### src/hdl/msd_pkg.sv
// ----------------------------------------------------------------------------
// msd_pkg
// shared types, thresholds and helpers for the mode switch debouncer
// ----------------------------------------------------------------------------
package msd_pkg;

    // pulse width thresholds in microseconds, one per boundary between positions
    localparam logic [11:0] THR_POS1 = 12'd1231;
    localparam logic [11:0] THR_POS2 = 12'd1361;
    localparam logic [11:0] THR_POS3 = 12'd1491;
    localparam logic [11:0] THR_POS4 = 12'd1621;
    localparam logic [11:0] THR_POS5 = 12'd1750;

    // marker for "no position stored"
    localparam logic [2:0] POS_NONE = 3'd7;

    localparam logic [15:0] DEBOUNCE_RESET = 16'd200;

    localparam int unsigned IN_TDATA_W  = 48;
    localparam int unsigned OUT_TDATA_W = 16;
    localparam int unsigned APB_ADDR_W  = 6;
    localparam int unsigned APB_DATA_W  = 64;

    // register index, taken from paddr[5:3]
    typedef enum logic [2:0] {
        REG_MODE_TABLE        = 3'd0,
        REG_SIMPLE_MASK       = 3'd1,
        REG_SUPER_SIMPLE_MASK = 3'd2,
        REG_AUX_OWNS_SIMPLE   = 3'd3,
        REG_DEBOUNCE_MS       = 3'd4
    } reg_idx_t;

    // simple mode levels
    localparam logic [1:0] SIMPLE_OFF   = 2'd0;
    localparam logic [1:0] SIMPLE_ON    = 2'd1;
    localparam logic [1:0] SIMPLE_SUPER = 2'd2;

    typedef struct packed {
        logic [47:0] mode_table;
        logic [5:0]  simple_mask;
        logic [5:0]  super_simple_mask;
        logic        aux_owns_simple;
        logic [15:0] debounce_ms;
    } cfg_t;

    typedef struct packed {
        logic [11:0] pulse_us;
        logic [31:0] now_ms;
        logic        failsafe_active;
        logic        restart;
    } item_t;

    typedef struct packed {
        logic [2:0] position;
        logic       mode_valid;
        logic [7:0] mode_number;
        logic       simple_valid;
        logic [1:0] simple_level;
        logic       first_after_reset;
    } result_t;

    typedef struct packed {
        logic [2:0]  last_position;
        logic [2:0]  debounced_position;
        logic [31:0] last_edge_time;
    } state_t;

    function automatic logic [2:0] quantize(input logic [11:0] pulse);
        logic [2:0] pos;
        if (pulse < THR_POS1) begin
            pos = 3'd0;
        end else if (pulse < THR_POS2) begin
            pos = 3'd1;
        end else if (pulse < THR_POS3) begin
            pos = 3'd2;
        end else if (pulse < THR_POS4) begin
            pos = 3'd3;
        end else if (pulse < THR_POS5) begin
            pos = 3'd4;
        end else begin
            pos = 3'd5;
        end
        return pos;
    endfunction

endpackage

### src/hdl/msd_apb_regs.sv
// ----------------------------------------------------------------------------
// msd_apb_regs
// apb register file holding the mode table, masks, aux owner flag and debounce time
// ----------------------------------------------------------------------------
module msd_apb_regs (
    input  logic                            aclk,
    input  logic                            aresetn,
    input  logic                            psel,
    input  logic                            penable,
    input  logic                            pwrite,
    input  logic [msd_pkg::APB_ADDR_W-1:0]  paddr,
    input  logic [msd_pkg::APB_DATA_W-1:0]  pwdata,
    output logic [msd_pkg::APB_DATA_W-1:0]  prdata,
    output logic                            pready,
    output msd_pkg::cfg_t                   cfg
);

    msd_pkg::cfg_t    cfg_reg;
    msd_pkg::cfg_t    cfg_next;
    msd_pkg::reg_idx_t idx;
    logic             wr_en;

    assign pready = 1'b1;
    assign idx    = msd_pkg::reg_idx_t'(paddr[5:3]);
    assign wr_en  = psel && penable && pwrite && pready;
    assign cfg    = cfg_reg;

    always_comb begin
        cfg_next = cfg_reg;
        if (wr_en) begin
            case (idx)
                msd_pkg::REG_MODE_TABLE:        cfg_next.mode_table        = pwdata[47:0];
                msd_pkg::REG_SIMPLE_MASK:       cfg_next.simple_mask       = pwdata[5:0];
                msd_pkg::REG_SUPER_SIMPLE_MASK: cfg_next.super_simple_mask = pwdata[5:0];
                msd_pkg::REG_AUX_OWNS_SIMPLE:   cfg_next.aux_owns_simple   = pwdata[0];
                msd_pkg::REG_DEBOUNCE_MS:       cfg_next.debounce_ms       = pwdata[15:0];
                default: ;  // unmapped, write dropped
            endcase
        end
    end

    always_comb begin
        case (idx)
            msd_pkg::REG_MODE_TABLE:        prdata = {16'd0, cfg_reg.mode_table};
            msd_pkg::REG_SIMPLE_MASK:       prdata = {58'd0, cfg_reg.simple_mask};
            msd_pkg::REG_SUPER_SIMPLE_MASK: prdata = {58'd0, cfg_reg.super_simple_mask};
            msd_pkg::REG_AUX_OWNS_SIMPLE:   prdata = {63'd0, cfg_reg.aux_owns_simple};
            msd_pkg::REG_DEBOUNCE_MS:       prdata = {48'd0, cfg_reg.debounce_ms};
            default:                        prdata = '0;
        endcase
    end

    always_ff @(posedge aclk) begin
        if (!aresetn) begin
            cfg_reg.mode_table        <= '0;
            cfg_reg.simple_mask       <= '0;
            cfg_reg.super_simple_mask <= '0;
            cfg_reg.aux_owns_simple   <= 1'b0;
            cfg_reg.debounce_ms       <= msd_pkg::DEBOUNCE_RESET;
        end else begin
            cfg_reg <= cfg_next;
        end
    end

endmodule

### src/hdl/msd_eval.sv
// ----------------------------------------------------------------------------
// msd_eval
// quantize one sample, decide on a debounced change, compute next state
// ----------------------------------------------------------------------------
module msd_eval (
    input  msd_pkg::item_t   item,
    input  msd_pkg::state_t  state,
    input  msd_pkg::cfg_t    cfg,
    output msd_pkg::result_t res,
    output msd_pkg::state_t  state_next
);

    logic [2:0]  pos;
    logic [2:0]  last_eff;
    logic [2:0]  deb_eff;
    logic [31:0] edge_time;
    logic [31:0] elapsed;
    logic        accept;
    logic [7:0]  entry;

    always_comb begin
        pos      = msd_pkg::quantize(item.pulse_us);
        // restart forgets both stored positions before this sample
        last_eff = item.restart ? msd_pkg::POS_NONE : state.last_position;
        deb_eff  = item.restart ? msd_pkg::POS_NONE : state.debounced_position;

        edge_time = (last_eff != pos) ? item.now_ms : state.last_edge_time;
        elapsed   = item.now_ms - edge_time;
        accept    = (deb_eff != pos) && (elapsed > {16'd0, cfg.debounce_ms})
                    && !item.failsafe_active;

        case (pos)
            3'd0:    entry = cfg.mode_table[7:0];
            3'd1:    entry = cfg.mode_table[15:8];
            3'd2:    entry = cfg.mode_table[23:16];
            3'd3:    entry = cfg.mode_table[31:24];
            3'd4:    entry = cfg.mode_table[39:32];
            default: entry = cfg.mode_table[47:40];
        endcase

        res.position          = pos;
        res.mode_valid        = accept;
        res.mode_number       = accept ? entry : 8'd0;
        res.first_after_reset = accept && (deb_eff == msd_pkg::POS_NONE);
        res.simple_valid      = accept && !cfg.aux_owns_simple;
        if (!res.simple_valid) begin
            res.simple_level = msd_pkg::SIMPLE_OFF;
        end else if (cfg.super_simple_mask[pos]) begin
            res.simple_level = msd_pkg::SIMPLE_SUPER;
        end else if (cfg.simple_mask[pos]) begin
            res.simple_level = msd_pkg::SIMPLE_ON;
        end else begin
            res.simple_level = msd_pkg::SIMPLE_OFF;
        end

        state_next.last_position      = pos;
        state_next.debounced_position = accept ? pos : deb_eff;
        state_next.last_edge_time     = edge_time;
    end

endmodule

### src/hdl/mode_switch_debouncer_top.sv
// ----------------------------------------------------------------------------
// mode_switch_debouncer_top
// six-position mode switch debouncer with stream in/out and apb registers
// ----------------------------------------------------------------------------
//
//  channel   direction  width  contents
//  s_axis    in         48     pulse_us, now_ms, failsafe_active, restart
//  m_axis    out        16     position, mode_valid, mode_number, simple_valid,
//                              simple_level, first_after_reset
//  apb       in/out     64     mode_table, masks, aux_owns_simple, debounce_ms
//
//  one transfer per clock in each direction while m_axis is not stalled; a
//  sample goes from s_axis into the input register, then the result register
//  the throughput loop is the state update: compare, 32-bit subtract and
//  compare between the input register and the stored position/edge time
//  aresetn is synchronous, active low: positions go to none, edge time to 0
//  a stall on m_axis holds the result; s_axis keeps taking one more sample
//  into the input register, then tready drops until the result moves
// ----------------------------------------------------------------------------
module mode_switch_debouncer_top (
    input  logic                              aclk,
    input  logic                              aresetn,
    // input stream
    input  logic                              s_axis_tvalid,
    output logic                              s_axis_tready,
    // [11:0] pulse_us, [43:12] now_ms, [44] failsafe_active, [45] restart,
    // [47:46] zero
    input  logic [msd_pkg::IN_TDATA_W-1:0]    s_axis_tdata,
    // result stream
    output logic                              m_axis_tvalid,
    input  logic                              m_axis_tready,
    // [2:0] position, [3] mode_valid, [11:4] mode_number, [12] simple_valid,
    // [14:13] simple_level, [15] first_after_reset
    output logic [msd_pkg::OUT_TDATA_W-1:0]   m_axis_tdata,
    // configuration
    input  logic                              psel,
    input  logic                              penable,
    input  logic                              pwrite,
    input  logic [msd_pkg::APB_ADDR_W-1:0]    paddr,
    input  logic [msd_pkg::APB_DATA_W-1:0]    pwdata,
    output logic [msd_pkg::APB_DATA_W-1:0]    prdata,
    output logic                              pready
);

    msd_pkg::cfg_t    cfg;
    msd_pkg::item_t   item_reg;
    msd_pkg::item_t   item_next;
    logic             in_valid_reg;
    logic             in_valid_next;
    msd_pkg::state_t  state_reg;
    msd_pkg::state_t  state_next;
    msd_pkg::result_t ev;
    msd_pkg::result_t res_reg;
    msd_pkg::result_t res_next;
    logic             m_valid_reg;
    logic             m_valid_next;
    logic             s_xfer;
    logic             advance;
    logic             fire;

    msd_apb_regs u_regs (
        .aclk    (aclk),
        .aresetn (aresetn),
        .psel    (psel),
        .penable (penable),
        .pwrite  (pwrite),
        .paddr   (paddr),
        .pwdata  (pwdata),
        .prdata  (prdata),
        .pready  (pready),
        .cfg     (cfg)
    );

    msd_eval u_eval (
        .item       (item_reg),
        .state      (state_reg),
        .cfg        (cfg),
        .res        (ev),
        .state_next (state_next)
    );

    // result register free now or emptied this cycle
    assign advance       = !m_valid_reg || m_axis_tready;
    // sample in the input register moves to the result register
    assign fire          = in_valid_reg && advance;
    assign s_axis_tready = !in_valid_reg || fire;
    assign s_xfer        = s_axis_tvalid && s_axis_tready;

    // unpack input transfer, lowest field first
    always_comb begin
        item_next.pulse_us        = s_axis_tdata[11:0];
        item_next.now_ms          = s_axis_tdata[43:12];
        item_next.failsafe_active = s_axis_tdata[44];
        item_next.restart         = s_axis_tdata[45];
    end

    always_comb begin
        if (s_xfer) begin
            in_valid_next = 1'b1;
        end else if (fire) begin
            in_valid_next = 1'b0;
        end else begin
            in_valid_next = in_valid_reg;
        end

        if (fire) begin
            m_valid_next = 1'b1;
        end else if (m_axis_tready) begin
            m_valid_next = 1'b0;
        end else begin
            m_valid_next = m_valid_reg;
        end

        res_next = fire ? ev : res_reg;
    end

    // control and state
    always_ff @(posedge aclk) begin
        if (!aresetn) begin
            in_valid_reg                 <= 1'b0;
            m_valid_reg                  <= 1'b0;
            state_reg.last_position      <= msd_pkg::POS_NONE;
            state_reg.debounced_position <= msd_pkg::POS_NONE;
            state_reg.last_edge_time     <= '0;
        end else begin
            in_valid_reg <= in_valid_next;
            m_valid_reg  <= m_valid_next;
            if (fire) begin
                state_reg <= state_next;
            end
        end
    end

    // payload, no reset
    always_ff @(posedge aclk) begin
        if (s_xfer) begin
            item_reg <= item_next;
        end
        res_reg <= res_next;
    end

    assign m_axis_tvalid = m_valid_reg;
    assign m_axis_tdata  = {res_reg.first_after_reset, res_reg.simple_level,
                            res_reg.simple_valid, res_reg.mode_number,
                            res_reg.mode_valid, res_reg.position};

    // an accepted change becomes the debounced position
    a_deb_follows: assert property (@(posedge aclk) disable iff (!aresetn)
        (fire && ev.mode_valid) |=> (state_reg.debounced_position == $past(ev.position)))
        else $error("debounced position not updated after accepted change");

    // simple output only comes with a mode request
    a_simple_needs_mode: assert property (@(posedge aclk) disable iff (!aresetn)
        (m_valid_reg && res_reg.simple_valid) |-> res_reg.mode_valid)
        else $error("simple_valid without mode_valid");

    // no request on a restart sample
    a_restart_quiet: assert property (@(posedge aclk) disable iff (!aresetn)
        (fire && item_reg.restart) |-> !ev.mode_valid)
        else $error("mode request on restart sample");

    // an empty result register never blocks the input side
    a_ready_when_empty: assert property (@(posedge aclk) disable iff (!aresetn)
        !m_valid_reg |-> s_axis_tready)
        else $error("input stalled with empty result register");

    // a held result is not overwritten
    a_hold_result: assert property (@(posedge aclk) disable iff (!aresetn)
        (m_valid_reg && !m_axis_tready) |=> (m_valid_reg && $stable(res_reg)))
        else $error("stalled result changed");

endmodule

### config.mk
export PLATFORM = sky130hd
export DESIGN_NAME = mode_switch_debouncer_top
export DESIGN_NICKNAME = d
export VERILOG_FILES = /design/src/hdl/msd_pkg.sv /design/src/hdl/msd_apb_regs.sv /design/src/hdl/msd_eval.sv /design/src/hdl/mode_switch_debouncer_top.sv
export SDC_FILE = /design/constraint.sdc
export NUM_CORES = 1
export LEC_CHECK = 0
export BUFFER_PORTS_ARGS = -buffer_cell sky130_fd_sc_hd__buf_2
export CELL_PAD_IN_SITES_DETAIL_PLACEMENT = 1
export CELL_PAD_IN_SITES_GLOBAL_PLACEMENT = 1
export CORE_UTILIZATION = 45
export DETAILED_ROUTE_END_ITERATION = 7
export PLACE_DENSITY = 0.93
export SKIP_CTS_REPAIR_TIMING = 1
export SYNTH_ARGS = -nofsm -noshare
export SYNTH_HDL_FRONTEND = slang
export SYNTH_SLANG_ARGS = --single-unit
### constraint.sdc
create_clock -name aclk -period 13.1 [get_ports aclk]
set_input_delay 3.275 -clock aclk [delete_from_list [all_inputs] [get_ports aclk]]
set_output_delay 3.275 -clock aclk [all_outputs]
set_load 0.01 [all_outputs]
-- After elaboration in Yosys (flattened, before gate mapping)
Index checks and enable logic that the tools add are counted.
- register bits: 179
- output and inout bits: 83
- reductions and logical operators: 24
- $lt $le $gt $ge: 7
- muxes and demuxes: 21
- bitwise logic cells: 1
- eq/ne operators: 11
- $add $sub $neg: 1
- operators by type and width (operator ; number):
    $pmux W48 S5 ; 1
    $lt A12 B11 Y1 const B ; 5
    $pmux W8 S5 ; 1
    $gt A32 B16 Y1 ; 1
    $mux W32 ; 1
    $sub A32 B32 Y32 ; 1
    $mux W3 ; 7
    $eq A3 B2 Y1 const B ; 4
    $reduce_and A2 Y1 ; 5
    $eq A3 B3 Y1 const B ; 3
    $logic_and A1 B1 Y1 ; 8
    $mux W1 ; 8
    $bmux W1 S3 ; 2
    $eq A3 B1 Y1 const B ; 2
    $logic_not A3 Y1 ; 2
    $ne A3 B3 Y1 ; 2
    $logic_not A1 Y1 ; 4
    $lt A3 B4 Y1 const B ; 1
    $reduce_bool A2 Y1 ; 2
    $logic_or A1 B1 Y1 ; 2
    $mux W2 ; 1
    $reduce_or A2 Y1 ; 1
    $not A1 Y1 ; 1

-- Longest topological paths before layout
- depth after elaboration: 15
- mapped depth: 36

-- Hierarchy
A second synthesis with hierarchy kept.
- cells, all modules: 1243
- area, all modules: 11118.2 sq um
- by module, submodules not included (module ; times used ; cells each ; area an instance (sq um) ; sequential area each (sq um)):
    msd_eval ; 1 ; 585 ; 3847.4 ; 0.0
    msd_apb_regs ; 1 ; 420 ; 3759.9 ; 1541.5
    mode_switch_debouncer_top ; 1 ; 238 ; 3510.9 ; 2662.6

-- Least setup slack after synthesis
OpenSTA, ideal clock, no wires.
- path type: register to register
- from: register item_reg[45] in the netlist's numbering
- to: register res_reg (netlist bit m_axis_tdata[10]) (data pin)
- cell stages (with the launch flop): 34
- data required time: 12.845 ns
- path slack: 5.363 ns
- arrival time: 7.482 ns
- setup time: 0.255 ns
- path buffers: 3
- clock period less this slack: 7.737 ns
- cells stage by stage: edfxtp_1 -> clkbuf_1 -> or3b_2 -> nor3_1 -> nor4_4 -> xor2_2 -> nand2_1 -> buf_1 -> mux2i_1 -> ha_1 -> nor2b_1 -> o21a_1 -> o21ai_0 -> a21oi_1 -> a32oi_1 -> o221ai_1 -> o21ai_0 -> a21oi_1 -> o21ai_0 -> a21oi_1 -> xnor2_1 -> ha_1 -> nand4_1 -> or3_1 -> o31a_1 -> nor4_1 -> nand2_1 -> mux2_2 -> a311oi_1 -> o2111ai_1 -> or4_1 -> o31a_1 -> buf_2 -> and2_1
- RTL lines (item ; RTL line ; source):
    start, declared ; mode_switch_debouncer_top.sv:46 ; msd_pkg::item_t item_reg;
    start signal, assigned ; mode_switch_debouncer_top.sv:137 ; item_reg <= item_next;
    end signal, assigned ; mode_switch_debouncer_top.sv:139 ; res_reg <= res_next;
    end, declared ; mode_switch_debouncer_top.sv:53 ; msd_pkg::result_t res_reg;

==> metrics.md <==
| Metric | Value |
|---|---|
| Final setup violating endpoints | 0 |
| Leakage | about 5.3 nW |
| Reg clk slew, reported paths | ~80 ps |
| Min-Delay Path Depth | 2 |
| Buffers on Ports | 169 |
| Worst setup SP type | flip-flop |
| Register-to-register setup slack | roughly 2900 ps |
| Worst min path class | flip-flop to flip-flop |
| Initial DRT Pass Iterations | 7 |
| Worst Skew | 14.1 ps |
| Vias | ~9500 |
| Leading cell type in the layout, fill and taps excluded | nand2_1 |
| Core Util, Final | 0.532 |
| First-pass GRT wire length | roughly 50000 microns |
| Seq/Total Area, Yosys | 0.401 |
| Post-synthesis xor/xnor area fraction | 0.0199 |
| Fin nets | roughly 1500 |
| Period minus WS final | around 10000 ps |
| Tcrit/Tclk final | 0.780 |
| Reg2reg end | m_axis_tdata[13] |
| Post-synth EDFFs | 62 |
| CTS buffer count | 17 |
| Hold Crit Start | state_reg[31] |
| Rel. slew slack | 0.190 |
| Ports | 208 |
| Top FF cell, synth | dfxtp_1 |
| Initial antenna violation count | 0 |
| CTS tree | built |
| Final slew viol count | 0 |
| Distinct cells, synth | 73 |
| Most used cell along the critical path | a21oi_1 |
| Peak VDD IR | between 0.08 and 0.09 mV |
| Tot GR Track Use | 0.264 |
| Ys Warns | 0 |
| Core area | roughly 0.023 sq mm |
| RePlAce Congestion | 0.895 |
| Post-DP Area | between 0.01 and 0.015 sq mm |
| Worst Tran Pin Value | 1220 ps |
| Layout cells sized above 1 | 0.175 |
| Final worst-path setup slack | between 2000 and 3000 ps |
| Synth Area in Compound Gates | 0.221 |
| Mean cell area of the mapped netlist | between 8 and 9 sq um |
| Mux cell area share after synthesis | 0.0447 |
| Wire per inst | 18.9 microns |
| Final setup TNS | 0 ps |
| Worst Path Required | about 13000 ps |
| Yosys reg bits | 179 |
| Dpl ws | around 3300 ps |
| CP max-delay cell | a21oi_1 |
| Detail-routed via count per cell | 5.77 |
| Worst EP arrival | ~10000 ps |
| H-tree depth | 4 |
| Layout area overhead | 15.6% |
| Max Fclk | ~98 MHz |
| Die Y-Extent | about 150 microns |
| Die Wd | roughly 150 microns |
| CP startpoint | item_reg[40] |
| Clk_lat worst skew | roughly 460 ps |
| Worst setup EP type | flip-flop |
| Simple-Gate Fraction of Synth Area | 0.208 |
| # fillers | 2725 |
| Max reg flops | 77 |
| Async set or reset register ratio after synthesis | 0 |
| Setup repair after global routing missed its margin | false |
| Max stage delay on crit path | 930 ps |
| Die footprint | roughly 0.024 sq mm |
| CTS Buffer Depth | 2 |
| PwrDens | about 120 mW/mm^2 |
| Vias in the first global route | ~9600 |
| # rows | 55 |
| CTS Root Cell | clkbuf_16 |
| Outcome | completed |
| Max-Cap Viols | 0 |
| DRC | 0 |
| Antenna Violating Nets Remaining | 0 |
| Hold slack final | between 400 and 500 ps |
| Most frequent cells in the layout | 226 x nand2_1, 169 x buf_2, 117 x dfxtp_1 |
| Initial DRC count | around 580 |
| Clock sinks | 179 |
| Syn Inst Count | between 1000 and 1500 |
| Maximum number of pins on one net before global-route repair | between 100 and 150 |
| Netlist Area Pre-Place | around 0.010 sq mm |
| Worst Hold End | state_reg[31] |
| DPL Wire Length | 22700 microns |
| GR Overflow Total | 0 |
| Worst r2r path cells | 34 |
| Worst-path maximum fanout | 14 |
| Hold Vio Cnt, Final | 0 |
| Starting density of the core | 0.461 |
| Final Instance Area | 0.0121 sq mm |
| CP Class | flip-flop to flip-flop |
| R2R Path Start | item_reg[40] |
| Largest family of logic cells by synthesized area | compound AO/OA/AOI/OAI gates |
| Synth Area in Adders | 0.0553 |
| Routed WL | slightly above 30000 microns |
cells in the mapped netlist (all sizes together) (14+ instances only):
library cell / count / area (sq um)
ha: 44 / 551
dfxtp: 117 / 2340
nand3: 30 / 150
a31oi: 14 / 87.6
nor2b: 28 / 175
o21ai: 40 / 200
mux2i: 39 / 390
nand2: 226 / 848
a21boi: 75 / 563
inv: 41 / 154
o211a: 26 / 260
edfxtp: 62 / 1860
and2: 48 / 300
a21oi: 57 / 293
clkbuf: 56 / 210
nor2: 45 / 169
buf: 23 / 151
a21o: 16 / 120
power breakdown:
| part | switching, W | leakage [nW] | total [W] | internal, W |
|---|---|---|---|---|
| Combinational | 0.000155 | 3.42 | 0.000255 | 0.000100 |
| Sequential | 0.0000165 | 1.55 | 0.000613 | 0.000596 |
| Clock | 0.000267 | 0.305 | 0.000539 | 0.000272 |
| Total | 0.000438 | 5.27 | 0.00141 | 0.000968 |
worst max path at each step:
stage                             endpoint  slack (ps)  cells past startpoint
after floorplan           m_axis_tdata[10]        5360                     33
after global placement    m_axis_tdata[13]        3770                     33
after detailed placement  m_axis_tdata[13]        3260                     34
after CTS                 m_axis_tdata[13]        3060                     34
after global routing      m_axis_tdata[13]        2300                     34
final                     m_axis_tdata[13]        2880                     34
per-layer routing:
metal / track usage / share of wire
met5: 0 / 0
met2: 0.460 / 0.49
met1: 0.325 / 0.43
met3: 0.0468 / 0.049
met4: 0.101 / 0.024
critical path: cells and delay by family (launching register included):
kind | cells | cell delay, ps
AO/OA/AOI/OAI | 15 | 4410
AND/OR/NAND/NOR | 12 | 3370
adder cells (fa/ha/maj) | 2 | 740
flip-flops | 1 | 460
buffers and inverters | 2 | 350
XOR/XNOR | 2 | 330
multiplexers | 1 | 280
through the flow:
stage | power, W | cells
final | 0.00141 | 1651
after global routing | 0.00147 | 1650
after CTS | 0.00141 | 1650
after detailed placement | 0.000874 | 1618
after global placement | 0.000862 | 1618
after floorplan | 0.000798 | 1207
cell families after synthesis:
family                   count (synthesis)
adder cells (fa/ha/maj)                 46
AND/OR/NAND/NOR                        453
XOR/XNOR                                23
AO/OA/AOI/OAI                          323
flip-flops                             179
buffers and inverters                  120
multiplexers                            46
other                                    2
final cells by class:
class / instances / area (sq um) / area share
antenna: 1 / 2.50 / 0.000206
clock buffer: 18 / 450 / 0.0371
clock inverter: 14 / 178 / 0.0147
inverter: 41 / 154 / 0.0127
multi-input combinational: 908 / 5840 / 0.482
sequential: 179 / 4200 / 0.347
tap: 313 / 392 / 0.0323
timing repair buffer: 177 / 906 / 0.0747
Power figures use the tool's default switching activity.
